### config.mk
export PLATFORM = sky130hd
export DESIGN_NAME = i2c_master_byte_controller
export DESIGN_NICKNAME = d
export VERILOG_FILES = /design/src/rtl/i2cm_pkg.sv /design/src/rtl/i2cm_core.sv /design/src/rtl/i2cm_skid.sv /design/src/rtl/i2c_master_byte_controller.sv
export VERILOG_INCLUDE_DIRS = /design/src /design/src/rtl
export SDC_FILE = /design/constraint.sdc
export NUM_CORES = 1
export LEC_CHECK = 0
export ABC_AREA = 1
export BUFFER_PORTS_ARGS = -buffer_cell sky130_fd_sc_hd__buf_2
export CAP_MARGIN = 20
export CORE_MARGIN = 4
export CORE_UTILIZATION = 50
export CTS_CLUSTER_DIAMETER = 60
export DETAILED_ROUTE_END_ITERATION = 8
export PLACE_DENSITY = 0.74
export SYNTH_ARGS = -nofsm -noshare
export SYNTH_HDL_FRONTEND = slang
export SYNTH_SLANG_ARGS = --single-unit
### constraint.sdc
create_clock -name clk -period 4.15 [get_ports clk]
set_input_delay 0.2075 -clock clk [delete_from_list [all_inputs] [get_ports clk]]
set_output_delay 0.2075 -clock clk [all_outputs]
set_load 0.05 [all_outputs]
### src/rtl/assert_macros.svh
// Assertion helpers for the I2C master byte engine.
// Each macro takes a label, clock, active-low reset and a property body.
`ifndef ASSERT_MACROS_SVH
`define ASSERT_MACROS_SVH

`ifndef SYNTHESIS

`define I2CM_ASSERT(lbl, clk, rstn, prop) \
    lbl: assert property (@(posedge clk) disable iff (!rstn) prop) \
        else $error("%m: assertion failed");

`define I2CM_ASSERT_MSG(lbl, clk, rstn, prop, msg) \
    lbl: assert property (@(posedge clk) disable iff (!rstn) prop) \
        else $error(msg);

`else

`define I2CM_ASSERT(lbl, clk, rstn, prop)

`define I2CM_ASSERT_MSG(lbl, clk, rstn, prop, msg)

`endif

`endif

### src/rtl/i2cm_pkg.sv
`default_nettype none

package i2cm_pkg;

    // Command codes
    typedef enum logic [2:0] {
        CMD_NONE      = 3'd0,
        CMD_START     = 3'd1,
        CMD_STOP      = 3'd2,
        CMD_WRITE     = 3'd3,
        CMD_READ_ACK  = 3'd4,
        CMD_READ_NACK = 3'd5
    } cmd_t;

    // Phase step codes; start and stop use the first three in order
    localparam logic [2:0] STEP_BIT_LOW  = 3'd0;
    localparam logic [2:0] STEP_BIT_HIGH = 3'd1;
    localparam logic [2:0] STEP_ACK_LOW  = 3'd2;
    localparam logic [2:0] STEP_ACK_HIGH = 3'd3;
    localparam logic [2:0] STEP_ACK_END  = 3'd4;

    localparam logic [2:0]  LAST_BIT        = 3'd7;
    localparam logic [15:0] HALF_PERIOD_RST = 16'd500;

    typedef struct packed {
        logic scl;
        logic sda;
    } lines_t;

    typedef struct packed {
        logic       scl;
        logic       sda;
        logic       busy;
        logic       done;
        logic [7:0] rx;
        logic       ack;
    } result_t;

    // Bus levels for a given command and phase step
    function automatic lines_t drive_lines(cmd_t c, logic [2:0] s, logic msb, lines_t cur);
        lines_t l;
        l = cur;
        case (c)
            CMD_START:
            begin
                l.scl = (s <= STEP_BIT_HIGH);
                l.sda = (s == STEP_BIT_LOW);
            end
            CMD_STOP:
            begin
                l.scl = (s >= STEP_BIT_HIGH);
                l.sda = (s == STEP_ACK_LOW);
            end
            CMD_WRITE, CMD_READ_ACK, CMD_READ_NACK:
            begin
                if (s <= STEP_BIT_HIGH)
                begin
                    l.scl = s[0];
                    l.sda = (c == CMD_WRITE) ? msb : 1'b1;
                end
                else
                begin
                    l.scl = (s == STEP_ACK_HIGH);
                    l.sda = (c != CMD_READ_ACK);
                end
            end
            default:
            begin
                l = cur;
            end
        endcase
        return l;
    endfunction

endpackage

`default_nettype wire

### src/rtl/i2cm_core.sv
`default_nettype none

`include "assert_macros.svh"

module i2cm_core (
    input  wire logic             clk,
    input  wire logic             rst_n,
    input  wire logic             cfg_wr_en,
    input  wire logic [15:0]      cfg_wr_data,
    input  wire logic             acc,
    input  wire logic [2:0]       cmd,
    input  wire logic [7:0]       tx_byte,
    input  wire logic             sda_in,
    output i2cm_pkg::result_t     res
);

    i2cm_pkg::cmd_t  active_reg, active_next;
    logic [2:0]      step_reg, step_next;
    logic [2:0]      bit_reg, bit_next;
    logic [7:0]      shift_reg, shift_next;
    logic [15:0]     tick_reg, tick_next;
    i2cm_pkg::lines_t lines_reg, lines_next;
    logic            ack_reg, ack_next;
    logic [7:0]      rx_reg, rx_next;
    logic [15:0]     half_reg;
    logic [15:0]     h;
    logic [16:0]     t;
    logic            fin;
    logic            done_c;

    // Hold the phase length register
    always_ff @(posedge clk or negedge rst_n)
    begin
        if (!rst_n)
            half_reg <= i2cm_pkg::HALF_PERIOD_RST;
        else if (cfg_wr_en)
            half_reg <= cfg_wr_data;
    end

    // Work out one tick of the sequencer
    always_comb
    begin
        active_next = active_reg;
        step_next   = step_reg;
        bit_next    = bit_reg;
        shift_next  = shift_reg;
        tick_next   = tick_reg;
        lines_next  = lines_reg;
        ack_next    = ack_reg;
        rx_next     = rx_reg;
        fin         = 1'b0;
        done_c      = 1'b0;
        h = (half_reg == 16'd0) ? 16'd1 : half_reg;
        t = {1'b0, tick_reg} + 17'd1;

        if (active_reg == i2cm_pkg::CMD_NONE)
        begin
            if (cmd inside {[i2cm_pkg::CMD_START:i2cm_pkg::CMD_READ_NACK]})
            begin
                active_next = i2cm_pkg::cmd_t'(cmd);
                step_next   = i2cm_pkg::STEP_BIT_LOW;
                bit_next    = 3'd0;
                tick_next   = 16'd0;
                shift_next  = (active_next == i2cm_pkg::CMD_WRITE) ? tx_byte : 8'd0;
                lines_next  = i2cm_pkg::drive_lines(active_next, step_next,
                                                    shift_next[7], lines_reg);
            end
        end
        else if (t >= {1'b0, h})
        begin
            tick_next = 16'd0;
            if (active_reg == i2cm_pkg::CMD_START || active_reg == i2cm_pkg::CMD_STOP)
            begin
                if (step_reg >= i2cm_pkg::STEP_ACK_LOW)
                    fin = 1'b1;
                else
                    step_next = step_reg + 3'd1;
            end
            else
            begin
                case (step_reg)
                    i2cm_pkg::STEP_BIT_LOW:
                    begin
                        step_next = i2cm_pkg::STEP_BIT_HIGH;
                    end
                    i2cm_pkg::STEP_BIT_HIGH:
                    begin
                        if (active_reg == i2cm_pkg::CMD_WRITE)
                            shift_next = {shift_reg[6:0], 1'b0};
                        else
                            shift_next = {shift_reg[6:0], sda_in};
                        if (bit_reg == i2cm_pkg::LAST_BIT)
                        begin
                            if (active_reg != i2cm_pkg::CMD_WRITE)
                                rx_next = shift_next;
                            bit_next  = 3'd0;
                            step_next = i2cm_pkg::STEP_ACK_LOW;
                        end
                        else
                        begin
                            bit_next  = bit_reg + 3'd1;
                            step_next = i2cm_pkg::STEP_BIT_LOW;
                        end
                    end
                    i2cm_pkg::STEP_ACK_LOW:
                    begin
                        step_next = i2cm_pkg::STEP_ACK_HIGH;
                    end
                    i2cm_pkg::STEP_ACK_HIGH:
                    begin
                        if (active_reg == i2cm_pkg::CMD_WRITE)
                            ack_next = sda_in;
                        step_next = i2cm_pkg::STEP_ACK_END;
                    end
                    default:
                    begin
                        fin = 1'b1;
                    end
                endcase
            end

            if (fin)
            begin
                // release SDA after a read, drop back to idle
                if (active_reg == i2cm_pkg::CMD_READ_ACK ||
                    active_reg == i2cm_pkg::CMD_READ_NACK)
                    lines_next.sda = 1'b1;
                active_next = i2cm_pkg::CMD_NONE;
                step_next   = i2cm_pkg::STEP_BIT_LOW;
                bit_next    = 3'd0;
                done_c      = 1'b1;
            end
            else
            begin
                lines_next = i2cm_pkg::drive_lines(active_reg, step_next,
                                                   shift_next[7], lines_reg);
            end
        end
        else
        begin
            tick_next = t[15:0];
        end
    end

    // Advance state on each accepted word
    always_ff @(posedge clk or negedge rst_n)
    begin
        if (!rst_n)
        begin
            active_reg <= i2cm_pkg::CMD_NONE;
            step_reg   <= i2cm_pkg::STEP_BIT_LOW;
            bit_reg    <= 3'd0;
            shift_reg  <= 8'd0;
            tick_reg   <= 16'd0;
            lines_reg  <= '{scl: 1'b1, sda: 1'b1};
            ack_reg    <= 1'b0;
            rx_reg     <= 8'd0;
        end
        else if (acc)
        begin
            active_reg <= active_next;
            step_reg   <= step_next;
            bit_reg    <= bit_next;
            shift_reg  <= shift_next;
            tick_reg   <= tick_next;
            lines_reg  <= lines_next;
            ack_reg    <= ack_next;
            rx_reg     <= rx_next;
        end
    end

    // Result word for this tick
    assign res.scl  = lines_next.scl;
    assign res.sda  = lines_next.sda;
    assign res.busy = (active_next != i2cm_pkg::CMD_NONE);
    assign res.done = done_c;
    assign res.rx   = rx_next;
    assign res.ack  = ack_next;

    `I2CM_ASSERT(a_done_goes_idle, clk, rst_n,
        (acc && done_c) |=> (active_reg == i2cm_pkg::CMD_NONE))
    `I2CM_ASSERT(a_idle_clean, clk, rst_n,
        (active_reg == i2cm_pkg::CMD_NONE) |->
            (step_reg == i2cm_pkg::STEP_BIT_LOW && bit_reg == 3'd0))
    `I2CM_ASSERT_MSG(a_cond_steps, clk, rst_n,
        (active_reg == i2cm_pkg::CMD_START || active_reg == i2cm_pkg::CMD_STOP) |->
            (step_reg <= i2cm_pkg::STEP_ACK_LOW), "start/stop step out of range")
    `I2CM_ASSERT(a_byte_steps, clk, rst_n,
        (active_reg != i2cm_pkg::CMD_NONE) |-> (step_reg <= i2cm_pkg::STEP_ACK_END))

endmodule

`default_nettype wire

### src/rtl/i2cm_skid.sv
`default_nettype none

module i2cm_skid (
    input  wire logic              clk,
    input  wire logic              rst_n,
    input  wire logic              push_valid,
    output logic                   push_stall,
    input  wire i2cm_pkg::result_t push_data,
    output logic                   out_valid,
    input  wire logic              out_stall,
    output i2cm_pkg::result_t      out_data
);

    logic              out_valid_reg, out_valid_next;
    logic              skid_valid_reg, skid_valid_next;
    i2cm_pkg::result_t out_data_reg, out_data_next;
    i2cm_pkg::result_t skid_data_reg, skid_data_next;
    logic              push;
    logic              pop;

    assign push_stall = skid_valid_reg;
    assign push       = push_valid && !skid_valid_reg;
    assign pop        = out_valid_reg && !out_stall;

    // Refill the output register, park a word in the skid slot when held
    always_comb
    begin
        out_valid_next  = out_valid_reg;
        out_data_next   = out_data_reg;
        skid_valid_next = skid_valid_reg;
        skid_data_next  = skid_data_reg;
        if (pop || !out_valid_reg)
        begin
            if (skid_valid_reg)
            begin
                out_data_next   = skid_data_reg;
                out_valid_next  = 1'b1;
                skid_valid_next = 1'b0;
            end
            else
            begin
                out_data_next  = push_data;
                out_valid_next = push;
            end
        end
        else if (push)
        begin
            skid_data_next  = push_data;
            skid_valid_next = 1'b1;
        end
    end

    always_ff @(posedge clk or negedge rst_n)
    begin
        if (!rst_n)
        begin
            out_valid_reg  <= 1'b0;
            skid_valid_reg <= 1'b0;
        end
        else
        begin
            out_valid_reg  <= out_valid_next;
            skid_valid_reg <= skid_valid_next;
        end
    end

    always_ff @(posedge clk)
    begin
        out_data_reg  <= out_data_next;
        skid_data_reg <= skid_data_next;
    end

    assign out_valid = out_valid_reg;
    assign out_data  = out_data_reg;

endmodule

`default_nettype wire

### src/rtl/i2c_master_byte_controller.sv
// I2C master byte engine, one input word per bus timing tick.
// Each result word is registered in the output buffer, or parked in its skid slot while the output is held.
// Throughput: one word per cycle while in_stall is low; the sequencer state updates in a single registered pass.
// A two-entry output buffer keeps input flowing while one result waits to be taken.
// Reset: idle, SCL and SDA released, received byte and ack cleared, phase length 500 ticks.
`default_nettype none

module i2c_master_byte_controller (
    input  wire logic        clk,
    input  wire logic        rst_n,
    input  wire logic        cfg_wr_en,
    input  wire logic [15:0] cfg_wr_data,
    input  wire logic        in_valid,
    output logic             in_stall,
    input  wire logic [2:0]  cmd,
    input  wire logic [7:0]  tx_byte,
    input  wire logic        sda_in,
    output logic             out_valid,
    input  wire logic        out_stall,
    output logic             scl_out,
    output logic             sda_out,
    output logic             busy_res,
    output logic             done_res,
    output logic [7:0]       rx_byte,
    output logic             ack_bit
);

    i2cm_pkg::result_t core_res;
    i2cm_pkg::result_t out_res;
    logic              acc;

    assign acc = in_valid && !in_stall;

    i2cm_core u_core (
        .clk         (clk),
        .rst_n       (rst_n),
        .cfg_wr_en   (cfg_wr_en),
        .cfg_wr_data (cfg_wr_data),
        .acc         (acc),
        .cmd         (cmd),
        .tx_byte     (tx_byte),
        .sda_in      (sda_in),
        .res         (core_res)
    );

    i2cm_skid u_skid (
        .clk        (clk),
        .rst_n      (rst_n),
        .push_valid (in_valid),
        .push_stall (in_stall),
        .push_data  (core_res),
        .out_valid  (out_valid),
        .out_stall  (out_stall),
        .out_data   (out_res)
    );

    // Split the result word onto the output fields
    assign scl_out  = out_res.scl;
    assign sda_out  = out_res.sda;
    assign busy_res = out_res.busy;
    assign done_res = out_res.done;
    assign rx_byte  = out_res.rx;
    assign ack_bit  = out_res.ack;

endmodule

`default_nettype wire
==> results of run 1 <==
==> how the worst min path moves through the flow <==
stage / startpoint / endpoint / slack (ps)
floorplan: rst_n / u_core.ack_reg / -90
global placement: rst_n / u_core.half_reg[15] / 250
detailed placement: rst_n / u_core.half_reg[15] / 250
CTS: cfg_wr_data[14] / u_core.half_reg[14] / 30
global route: cfg_wr_data[0] / u_core.half_reg[0] / 30
finish: cfg_wr_data[14] / u_core.half_reg[14] / 40
==> cells by family (layout without fill, tap and decap cells) <==
kind of cell	after synthesis	after routing
DFF	88	88
adders and majority gates	27	27
AOI/OAI and AO/OA	111	111
and+or+nand+nor	272	272
buffers and inverters	109	164
muxes	1	1
xor gates and xnor gates	8	8
==> repair_timing <==
item	in CTS	in global routing
hold buffers	1	0
resized for setup	0	1
hold endpoints to repair	20	0
endpoints found under the setup margin	0	1
==> cell usage after synthesis, types with 2 or more instances <==
library cell / instances
a32oi_1: 6
dfstp_2: 8
o22ai_1: 11
o21ai_0: 49
nand2_1: 171
nor2_1: 40
nor2_4: 2
a21oi_2: 2
xor2_1: 7
nor3_1: 3
inv_2: 5
o21ai_2: 9
buf_6: 3
a21oi_1: 8
o21ai_1: 15
nand3_1: 25
nand3b_1: 2
nand4_1: 14
nand2_2: 6
clkbuf_1: 9
edfxtp_1: 26
inv_1: 90
o21bai_1: 2
o31ai_1: 2
ha_1: 27
or2_1: 2
dfrtp_1: 54
nor4_1: 2
==> cell type report <==
type                       instances  area (µm²)  area share
inverter                          96         363      0.0646
sequential                        88        2340       0.417
timing repair buffer              52         275      0.0490
multi-input combinational        419        2290       0.407
clock buffer                       9         124      0.0220
tap                              133         166      0.0296
clock inverter                     7        58.8      0.0105
==> where the power goes <==
part           leakage [nW]  switching, mW  internal (mW)
clock                0.0929          0.346          0.229
combinational          1.70          0.815          0.371
sequential             1.06          0.118           1.06
total                  2.86           1.28           1.66
==> per-layer routing <==
metal	GRT usage	up-vias
met1	0.281	1934
met2	0.295	120
met3	0.0438	15
li1	-	2126
met4	0.0631	0
met5	0	-
==> worst max-delay path, cell delays in order, from the launching register on <==
cell and delay (ps):
dfrtp_2 430, nand2_1 60, nor2_1 160, nand2_1 130
nor2_1 120, nand2_1 110, nor2_1 140, nand4_1 160
nor3_1 210, xnor2_1 190, inv_1 70, ha_1 350
nand4_1 130, nor4_1 270, nand2_1 200, nand3_4 190
nand2_1 100, a21boi_0 240, nand2_1 110, nand2_1 70
nand2_1 60
==> results.sh, run 1 <==
export IMPL_status="complete, no violations"
export IMPL_place_congestion=0.930
export IMPL_nets=726
export IMPL_die_h_um=109
export IMPL_slew_headroom=0.506
export IMPL_synthSimpleGateAreaFrac=0.235
export IMPL_design_area_mm2=0.00562
export IMPL_synth_top_cell_area_share=0.267
export IMPL_synth_adder_area_share=0.0667
export IMPL_timing_rr_start="u_core.tick_reg[0]"
export IMPL_synth_compound_area_frac=0.132
export IMPL_finalSetupViolCount=0
export IMPL_ys_ff_latch=88
export IMPL_syn_area_mm2=0.00506
export IMPL_finalPower_mw=2.94
export IMPL_dp_cells=787
export IMPL_crit_required_ps=4290
export IMPL_core_mm2=0.00982
export IMPL_powerDensity_mw_per_mm2=523
export IMPL_final_hold_violation_count=0
export IMPL_cts_tree="done"
export IMPL_first_iter_violations=334
export IMPL_num_antenna_cells=0
export IMPL_rsz0062_at_grt="no"
export IMPL_synth_edf_count=26
export IMPL_min_delay_path_depth=3
export IMPL_via_per_inst=5.22
export IMPL_ant_nets=0
export IMPL_grt_ovfl_total=0
export IMPL_min_period_ps=3730
export IMPL_layout_commonest_cell="nand2_1"
export IMPL_wl_per_cell_um=13.4
export IMPL_ys_types=44
export IMPL_holdWs_ps=40.0
export IMPL_reg2reg_setup_slack_ps=420
export IMPL_synth_nets=676
export IMPL_start_util=0.516
export IMPL_ctsLongestPathBuffers=2
export IMPL_grt_antenna_before_repair=0
export IMPL_r2r_end="u_skid.out_data[10]"
export IMPL_yosys_most_used_dff="dfrtp_1"
export IMPL_synth_top_family_by_area="simple AND/OR/NAND/NOR gates"
export IMPL_synth_cells=616
export IMPL_end_kind="register"
export IMPL_first_pass_iters=7
export IMPL_clock_skew_ps=17.0
export IMPL_async_flop_share=0.705
export IMPL_syn_area_per_cell_um2=8.22
export IMPL_place_ws_ps=422
export IMPL_cp_arrival_ps=3870
export IMPL_critPathMaxFanout=8
export IMPL_wl_met3_um=586
export IMPL_final_util=0.572
export IMPL_synth_area_top_cells="dfrtp_1 27%, edfxtp_1 15%, nand2_1 13%, ha_1 6.7%, inv_1 6.7%"
export IMPL_drc=0
export IMPL_grt_pass1_vias=3922
export IMPL_io_pins=48
export IMPL_die_x_um=109
export IMPL_drive_gt1_frac=0.159
export IMPL_hp_class="input port to register"
export IMPL_grt_pass1_wl_um=18300
export IMPL_cts_root_buffer="clkbuf_8"
export IMPL_clock_latency_ps=370
export IMPL_vdd_drop_max_uv=294
export IMPL_p_leak_nw=2.86
export IMPL_numCtsBuffers=9
export IMPL_routed_top_layer="met4"
export IMPL_clk_pin_slew_worst_paths_ps=100
export IMPL_wl_met1_um=5290
export IMPL_die_area_mm2=0.0118
export IMPL_final_cell_mix="171 x nand2_1, 90 x inv_1, 53 x dfrtp_1"
export IMPL_wl_met2_um=4750
export IMPL_seq_area_frac_synth=0.462
export IMPL_worst_setup_path_type="register to register"
export IMPL_syn2layout_area_growth_pct=10.9
export IMPL_cts_sinks=88
export IMPL_fmax_ghz=0.268
export IMPL_crit_end="u_skid.out_data[10]"
export IMPL_setup_ws_ps=419
export IMPL_slew_violations=0
export IMPL_synth_top_cell_by_area="dfrtp_1"
export IMPL_fin_cells=804
export IMPL_post_cts_buffers=0
export IMPL_cap_violations=0
export IMPL_dr_total_vias=4195
export IMPL_grt_max_degree=37
export IMPL_grtUsageTotal=0.195
export IMPL_startpoint="u_core.tick_reg[0]"
export IMPL_fp_row_count=36
export IMPL_muxShareOfSynthArea=0.00445
export IMPL_htreeDepth=3
export IMPL_r2r_worst_path_cells=20
export IMPL_hpwl_um=7960
export IMPL_portBuffers=47
export IMPL_worst_pin_slew_ps=741
export IMPL_fin_setup_tns_ps=0
export IMPL_routed_wl_um=10800
export IMPL_placed_cell_area_mm2=0.00543
export IMPL_synth_xor_area_frac=0.0138
export IMPL_finalCritPeriodShare=0.899
export IMPL_n_fill_cell=926
export IMPL_yosysWarnings=0
export IMPL_cp_start_kind="register"
(Power assumes the default switching activity.)
==> inputs of run 2 (changes only) <==
--- a/config.mk
+++ b/config.mk
@@ -9,11 +9,12 @@
 export ABC_AREA = 1
 export BUFFER_PORTS_ARGS = -buffer_cell sky130_fd_sc_hd__buf_2
 export CAP_MARGIN = 20
-export CORE_MARGIN = 4
-export CORE_UTILIZATION = 50
+export CELL_PAD_IN_SITES_DETAIL_PLACEMENT = 1
+export CELL_PAD_IN_SITES_GLOBAL_PLACEMENT = 1
+export CORE_UTILIZATION = 45
 export CTS_CLUSTER_DIAMETER = 60
 export DETAILED_ROUTE_END_ITERATION = 8
-export PLACE_DENSITY = 0.74
+export PLACE_DENSITY = 0.85
 export SYNTH_ARGS = -nofsm -noshare
 export SYNTH_HDL_FRONTEND = slang
 export SYNTH_SLANG_ARGS = --single-unit
==> run 2 against run 1 <==
  * Clock power up 11%
  * The run now ends with hold timing left
  * Power up 4.4%
  * Register-to-register slack worse by 240 ps
  * Maximum frequency down 6.0%
  * Flip-flop and latch count unchanged
  * Worst hold slack worse by 48 ps
  * Combinational power up 4%
==> results.sh, run 2 (synthesized netlist as in run 1, its figures left out) <==
export IMPL_slew_headroom=0.433
export IMPL_finalCritPeriodShare=0.956
export IMPL_first_pass_iters=5
export IMPL_final_hold_violation_count=5
export IMPL_place_congestion=0.878
export IMPL_grt_ovfl_total=0
export IMPL_grt_pass1_wl_um=22300
export IMPL_worst_pin_slew_ps=850
export IMPL_htreeDepth=3
export IMPL_cap_violations=0
export IMPL_dp_cells=794
export IMPL_p_clk_frac=0.209
export IMPL_syn2layout_area_growth_pct=12.2
export IMPL_slew_violations=0
export IMPL_placed_cell_area_mm2=0.00543
export IMPL_clk_pin_slew_worst_paths_ps=90
export IMPL_cts_tree="done"
export IMPL_ctsLongestPathBuffers=2
export IMPL_die_area_mm2=0.0117
export IMPL_netSwitchingFraction=0.439
export IMPL_fin_cells=812
export IMPL_min_period_ps=3970
export IMPL_final_util=0.522
export IMPL_finalPower_mw=3.06
export IMPL_routed_wl_um=13400
export IMPL_die_x_um=108
export IMPL_power_frac_seq=0.386
export IMPL_core_mm2=0.0109
export IMPL_vdd_drop_max_uv=284
export IMPL_io_pins=48
export IMPL_status="finished with violations"
export IMPL_first_iter_violations=173
export IMPL_grt_max_degree=63
export IMPL_ant_nets=0
export IMPL_drc=0
export IMPL_cts_root_buffer="clkbuf_8"
export IMPL_start_util=0.465
export IMPL_via_per_inst=5.38
export IMPL_fin_setup_tns_ps=0
export IMPL_numCtsBuffers=9
export IMPL_p_leak_nw=2.87
export IMPL_final_cell_mix="170 x nand2_1, 90 x inv_1, 53 x dfrtp_1"
export IMPL_fp_row_count=38
export IMPL_grtUsageTotal=0.247
export IMPL_critPathMaxFanout=8
export IMPL_fmax_ghz=0.252
export IMPL_clock_latency_ps=380
export IMPL_clock_skew_ps=18.0
export IMPL_violations="hold timing"
export IMPL_hp_class="input port to asynchronous set/reset pin"
export IMPL_grt_pass1_vias=4548
export IMPL_drive_gt1_frac=0.170
export IMPL_holdWs_ps=-8.46
export IMPL_num_antenna_cells=0
export IMPL_end_kind="register"
export IMPL_nets=727
export IMPL_cp_arrival_ps=4100
export IMPL_p_int_mw=1.72
export IMPL_finalSetupViolCount=0
export IMPL_design_area_mm2=0.00568
export IMPL_worst_setup_path_type="register to register"
export IMPL_powerDensity_mw_per_mm2=539
export IMPL_die_h_um=108
export IMPL_grt_antenna_before_repair=0
export IMPL_crit_required_ps=4280
export IMPL_comb_power_share=0.405
export IMPL_p_switching_mw=1.35
export IMPL_cts_sinks=88
export IMPL_layout_commonest_cell="nand2_1"
export IMPL_ctsHoldBuffers=0
export IMPL_cp_start_kind="register"
export IMPL_dr_total_vias=4371
export IMPL_portBuffers=47
export IMPL_wl_per_cell_um=16.5
export IMPL_hpwl_um=9850
==> run 2: layer usage <==
layer,global-route usage,part of all wire,vias to the layer above
li1,-,-,2119
met1,0.328,0.46,2140
met2,0.411,0.48,87
met3,0.0458,0.039,25
met4,0.0705,0.020,0
met5,0,0,-
==> run 2: power groups by stage <==
stage | clock network [mW] | logic, mW | registers, mW
finish | 0.641 | 1.24 | 1.18
global route | 0.683 | 1.40 | 1.20
CTS | 0.647 | 1.24 | 1.18
detailed placement | 0 | 1.22 | 1.19
global placement | 0 | 1.17 | 1.18
floorplan | 0 | 0.834 | 1.24
==> run 2: critical path, stage by stage (launching register included) <==
cell     delay [ps]
dfrtp_2         430
nand2_1          90
nor2_2          160
nand2_1         130
nor2_1          140
nand2_1         140
nor2_2          160
nand4_1         230
nor3_2          280
xnor2_1         210
inv_1           140
ha_4            310
nand4_1         150
nor4_2          300
nand2_2         140
nand3_4         160
nand2_1         100
nand2_1          90
nand2_1          90
inv_1            70
nand2_1          70
nand3_1          90
nand2_1          70
==> run 2: stage by stage <==
stage                     hold WS, ps  setup WS, ps
after floorplan                 -88.1           860
after global placement            414           564
after detailed placement          422           150
after CTS                        36.1          39.2
after global routing             39.3         -77.1
final                           -8.46           181
==> run 2: timing repair <==
action | 4_1_cts | 5_1_grt
resized for setup | 0 | 8
setup buffers | 0 | 2
setup endpoints to repair | 0 | 63
==> run 2: final timing paths <==
path                                        to  slack (ps)  depth (start not counted)                start
setup reg to reg           u_skid.out_data[11]         180                         22   u_core.tick_reg[0]
min in group clk            u_core.half_reg[1]          50                          3       cfg_wr_data[1]
max in group asynchronous   u_core.tick_reg[0]        3520                          2                rst_n
hold / removal             u_core.half_reg[11]          -8                          2                rst_n
hold reg to reg            u_core.lines_reg[1]         490                          2  u_core.lines_reg[1]
setup / recovery           u_skid.out_data[11]         180                         22   u_core.tick_reg[0]
==> run 2: final cells by class <==
type / instances / area (µm²)
fill: 1314 / 5200
clock buffer: 10 / 128
timing repair buffer: 53 / 280
multi-input combinational: 419 / 2320
clock inverter: 6 / 73.8
sequential: 88 / 2340
inverter: 96 / 363
tap: 140 / 175
==> inputs of run 3 (changes only) <==
--- a/config.mk
+++ b/config.mk
@@ -12,6 +12,7 @@
 export CELL_PAD_IN_SITES_DETAIL_PLACEMENT = 1
 export CELL_PAD_IN_SITES_GLOBAL_PLACEMENT = 1
 export CORE_UTILIZATION = 45
+export CTS_BUF_LIST = sky130_fd_sc_hd__clkbuf_4 sky130_fd_sc_hd__clkbuf_8 sky130_fd_sc_hd__clkbuf_16
 export CTS_CLUSTER_DIAMETER = 60
 export DETAILED_ROUTE_END_ITERATION = 8
 export PLACE_DENSITY = 0.85
==> run 3 against run 2 <==
  * The run still ends with hold timing left
  * Non-clock buffer count unchanged
  * Power barely moved
  * Combinational power is essentially flat
  * Cell count stayed put
  * Count of clock-buffer cells in the layout stayed put
  * Final area barely moved
  * First-iteration DRC count up 5.2%
  * Largest power group unchanged
  * Highest routed layer unchanged
==> results.sh, run 3 (synthesized netlist as in run 1, its figures left out) <==
export IMPL_final_hold_violation_count=2
export IMPL_grt_pass1_wl_um=22300
export IMPL_worst_pin_slew_ps=832
export IMPL_placed_cell_area_mm2=0.00543
export IMPL_num_antenna_cells=0
export IMPL_status="finished with violations"
export IMPL_cts_root_buffer="clkbuf_8"
export IMPL_reg2reg_setup_slack_ps=180
export IMPL_hp_class="input port to asynchronous set/reset pin"
export IMPL_htreeDepth=3
export IMPL_min_period_ps=3970
export IMPL_end_kind="register"
export IMPL_place_ws_ps=150
export IMPL_grt_ovfl_total=0
export IMPL_grt_antenna_before_repair=0
export IMPL_drive_gt1_frac=0.171
export IMPL_critPathMaxFanout=11
export IMPL_syn2layout_area_growth_pct=12.3
export IMPL_timing_rr_start="u_core.tick_reg[0]"
export IMPL_grt_max_degree=63
export IMPL_grt_pass1_vias=4548
export IMPL_clock_latency_ps=380
export IMPL_io_pins=48
export IMPL_fp_row_count=38
export IMPL_layout_commonest_cell="nand2_1"
export IMPL_grtUsageTotal=0.247
export IMPL_slew_headroom=0.445
export IMPL_powerDensity_mw_per_mm2=539
export IMPL_first_pass_iters=5
export IMPL_cts_sinks=88
export IMPL_r2r_end="u_core.tick_reg[4]"
export IMPL_clk_pin_slew_worst_paths_ps=90
export IMPL_final_cell_mix="170 x nand2_1, 90 x inv_1, 53 x dfrtp_1"
export IMPL_dp_cells=794
export IMPL_wl_met3_um=513
export IMPL_violations="hold timing"
export IMPL_core_mm2=0.0109
export IMPL_ant_nets=0
export IMPL_via_per_inst=5.38
export IMPL_p_leak_nw=2.87
export IMPL_fin_cells=812
export IMPL_finalCritPeriodShare=0.955
export IMPL_drc=0
export IMPL_finalSetupViolCount=0
export IMPL_place_congestion=0.878
export IMPL_clock_skew_ps=17.3
export IMPL_setup_ws_ps=185
export IMPL_cp_start_kind="register"
export IMPL_fmax_ghz=0.252
export IMPL_die_area_mm2=0.0117
export IMPL_n_fill_cell=1313
export IMPL_fin_setup_tns_ps=0
export IMPL_routed_top_layer="met4"
export IMPL_vdd_drop_max_uv=284
export IMPL_cp_arrival_ps=4190
export IMPL_die_x_um=108
export IMPL_holdWs_ps=-2.96
export IMPL_slew_violations=0
export IMPL_dr_total_vias=4365
export IMPL_first_iter_violations=182
export IMPL_numCtsBuffers=9
export IMPL_final_util=0.522
export IMPL_hpwl_um=9850
export IMPL_cap_violations=0
export IMPL_nets=727
export IMPL_wl_per_cell_um=16.5
export IMPL_wl_met1_um=6030
export IMPL_design_area_mm2=0.00569
export IMPL_finalPower_mw=3.07
export IMPL_ctsHoldBuffers=0
export IMPL_wl_met2_um=6590
export IMPL_routed_wl_um=13400
export IMPL_r2r_worst_path_cells=17
export IMPL_start_util=0.465
export IMPL_crit_required_ps=4370
export IMPL_cts_tree="done"
export IMPL_portBuffers=47
export IMPL_worst_setup_path_type="register to register"
export IMPL_die_h_um=108
export IMPL_ctsLongestPathBuffers=2
[run 3: critical path: stages, from the launching register on]
cell and delay, ps:
dfrtp_2 430, nand2_1 100, nor2_2 160, nand2_1 130, nor2_1 140, nand2_1 140, nor2_2 160, nand4_1 230
nor3_2 280, xnor2_1 210, inv_1 140, ha_4 310, nand4_1 150, nor4_2 290, nand2_2 140, nand4_4 170
or2_1 470, o21ai_0 170
[run 3: cell type report]
| class | count | area [µm²] | share of cell area |
|---|---|---|---|
| tap | 140 | 175 | 0.0308 |
| timing repair buffer | 53 | 280 | 0.0493 |
| clock buffer | 10 | 131 | 0.0231 |
| inverter | 96 | 363 | 0.0638 |
| clock inverter | 6 | 73.8 | 0.0130 |
| multi-input combinational | 419 | 2320 | 0.408 |
| sequential | 88 | 2340 | 0.412 |
[run 3: how the worst max path moves through the flow]
stage	slack [ps]	to	cells after the start	startpoint
6_report	180	u_core.tick_reg[4]	17	u_core.tick_reg[0]
5_1_grt	-80	u_skid.out_data[11]	22	u_core.tick_reg[0]
4_1_cts	40	u_skid.out_data[10]	20	u_core.tick_reg[0]
3_5_place_dp	150	u_skid.out_data[10]	20	u_core.tick_reg[0]
3_3_place_gp	560	u_skid.out_data[10]	20	u_core.tick_reg[0]
2_1_floorplan	860	u_skid.out_data[10]	20	u_core.tick_reg[0]
[run 3: power by group]
part	total (mW)	switching [mW]	internal, mW
logic	1.24	0.869	0.373
clock network	0.644	0.348	0.295
registers	1.18	0.124	1.06
[run 3: per-layer routing]
metal  vias up  GRT usage
met2        91      0.411
met1      2130      0.328
met4         0     0.0705
met5         -          0
met3        23     0.0458
li1       2121          -
[run 3: repair_timing]
| item | 4_1_cts | 5_1_grt |
|---|---|---|
| resized for setup | 0 | 8 |
| setup endpoints to repair | 0 | 63 |
| buffers inserted | 0 | 2 |
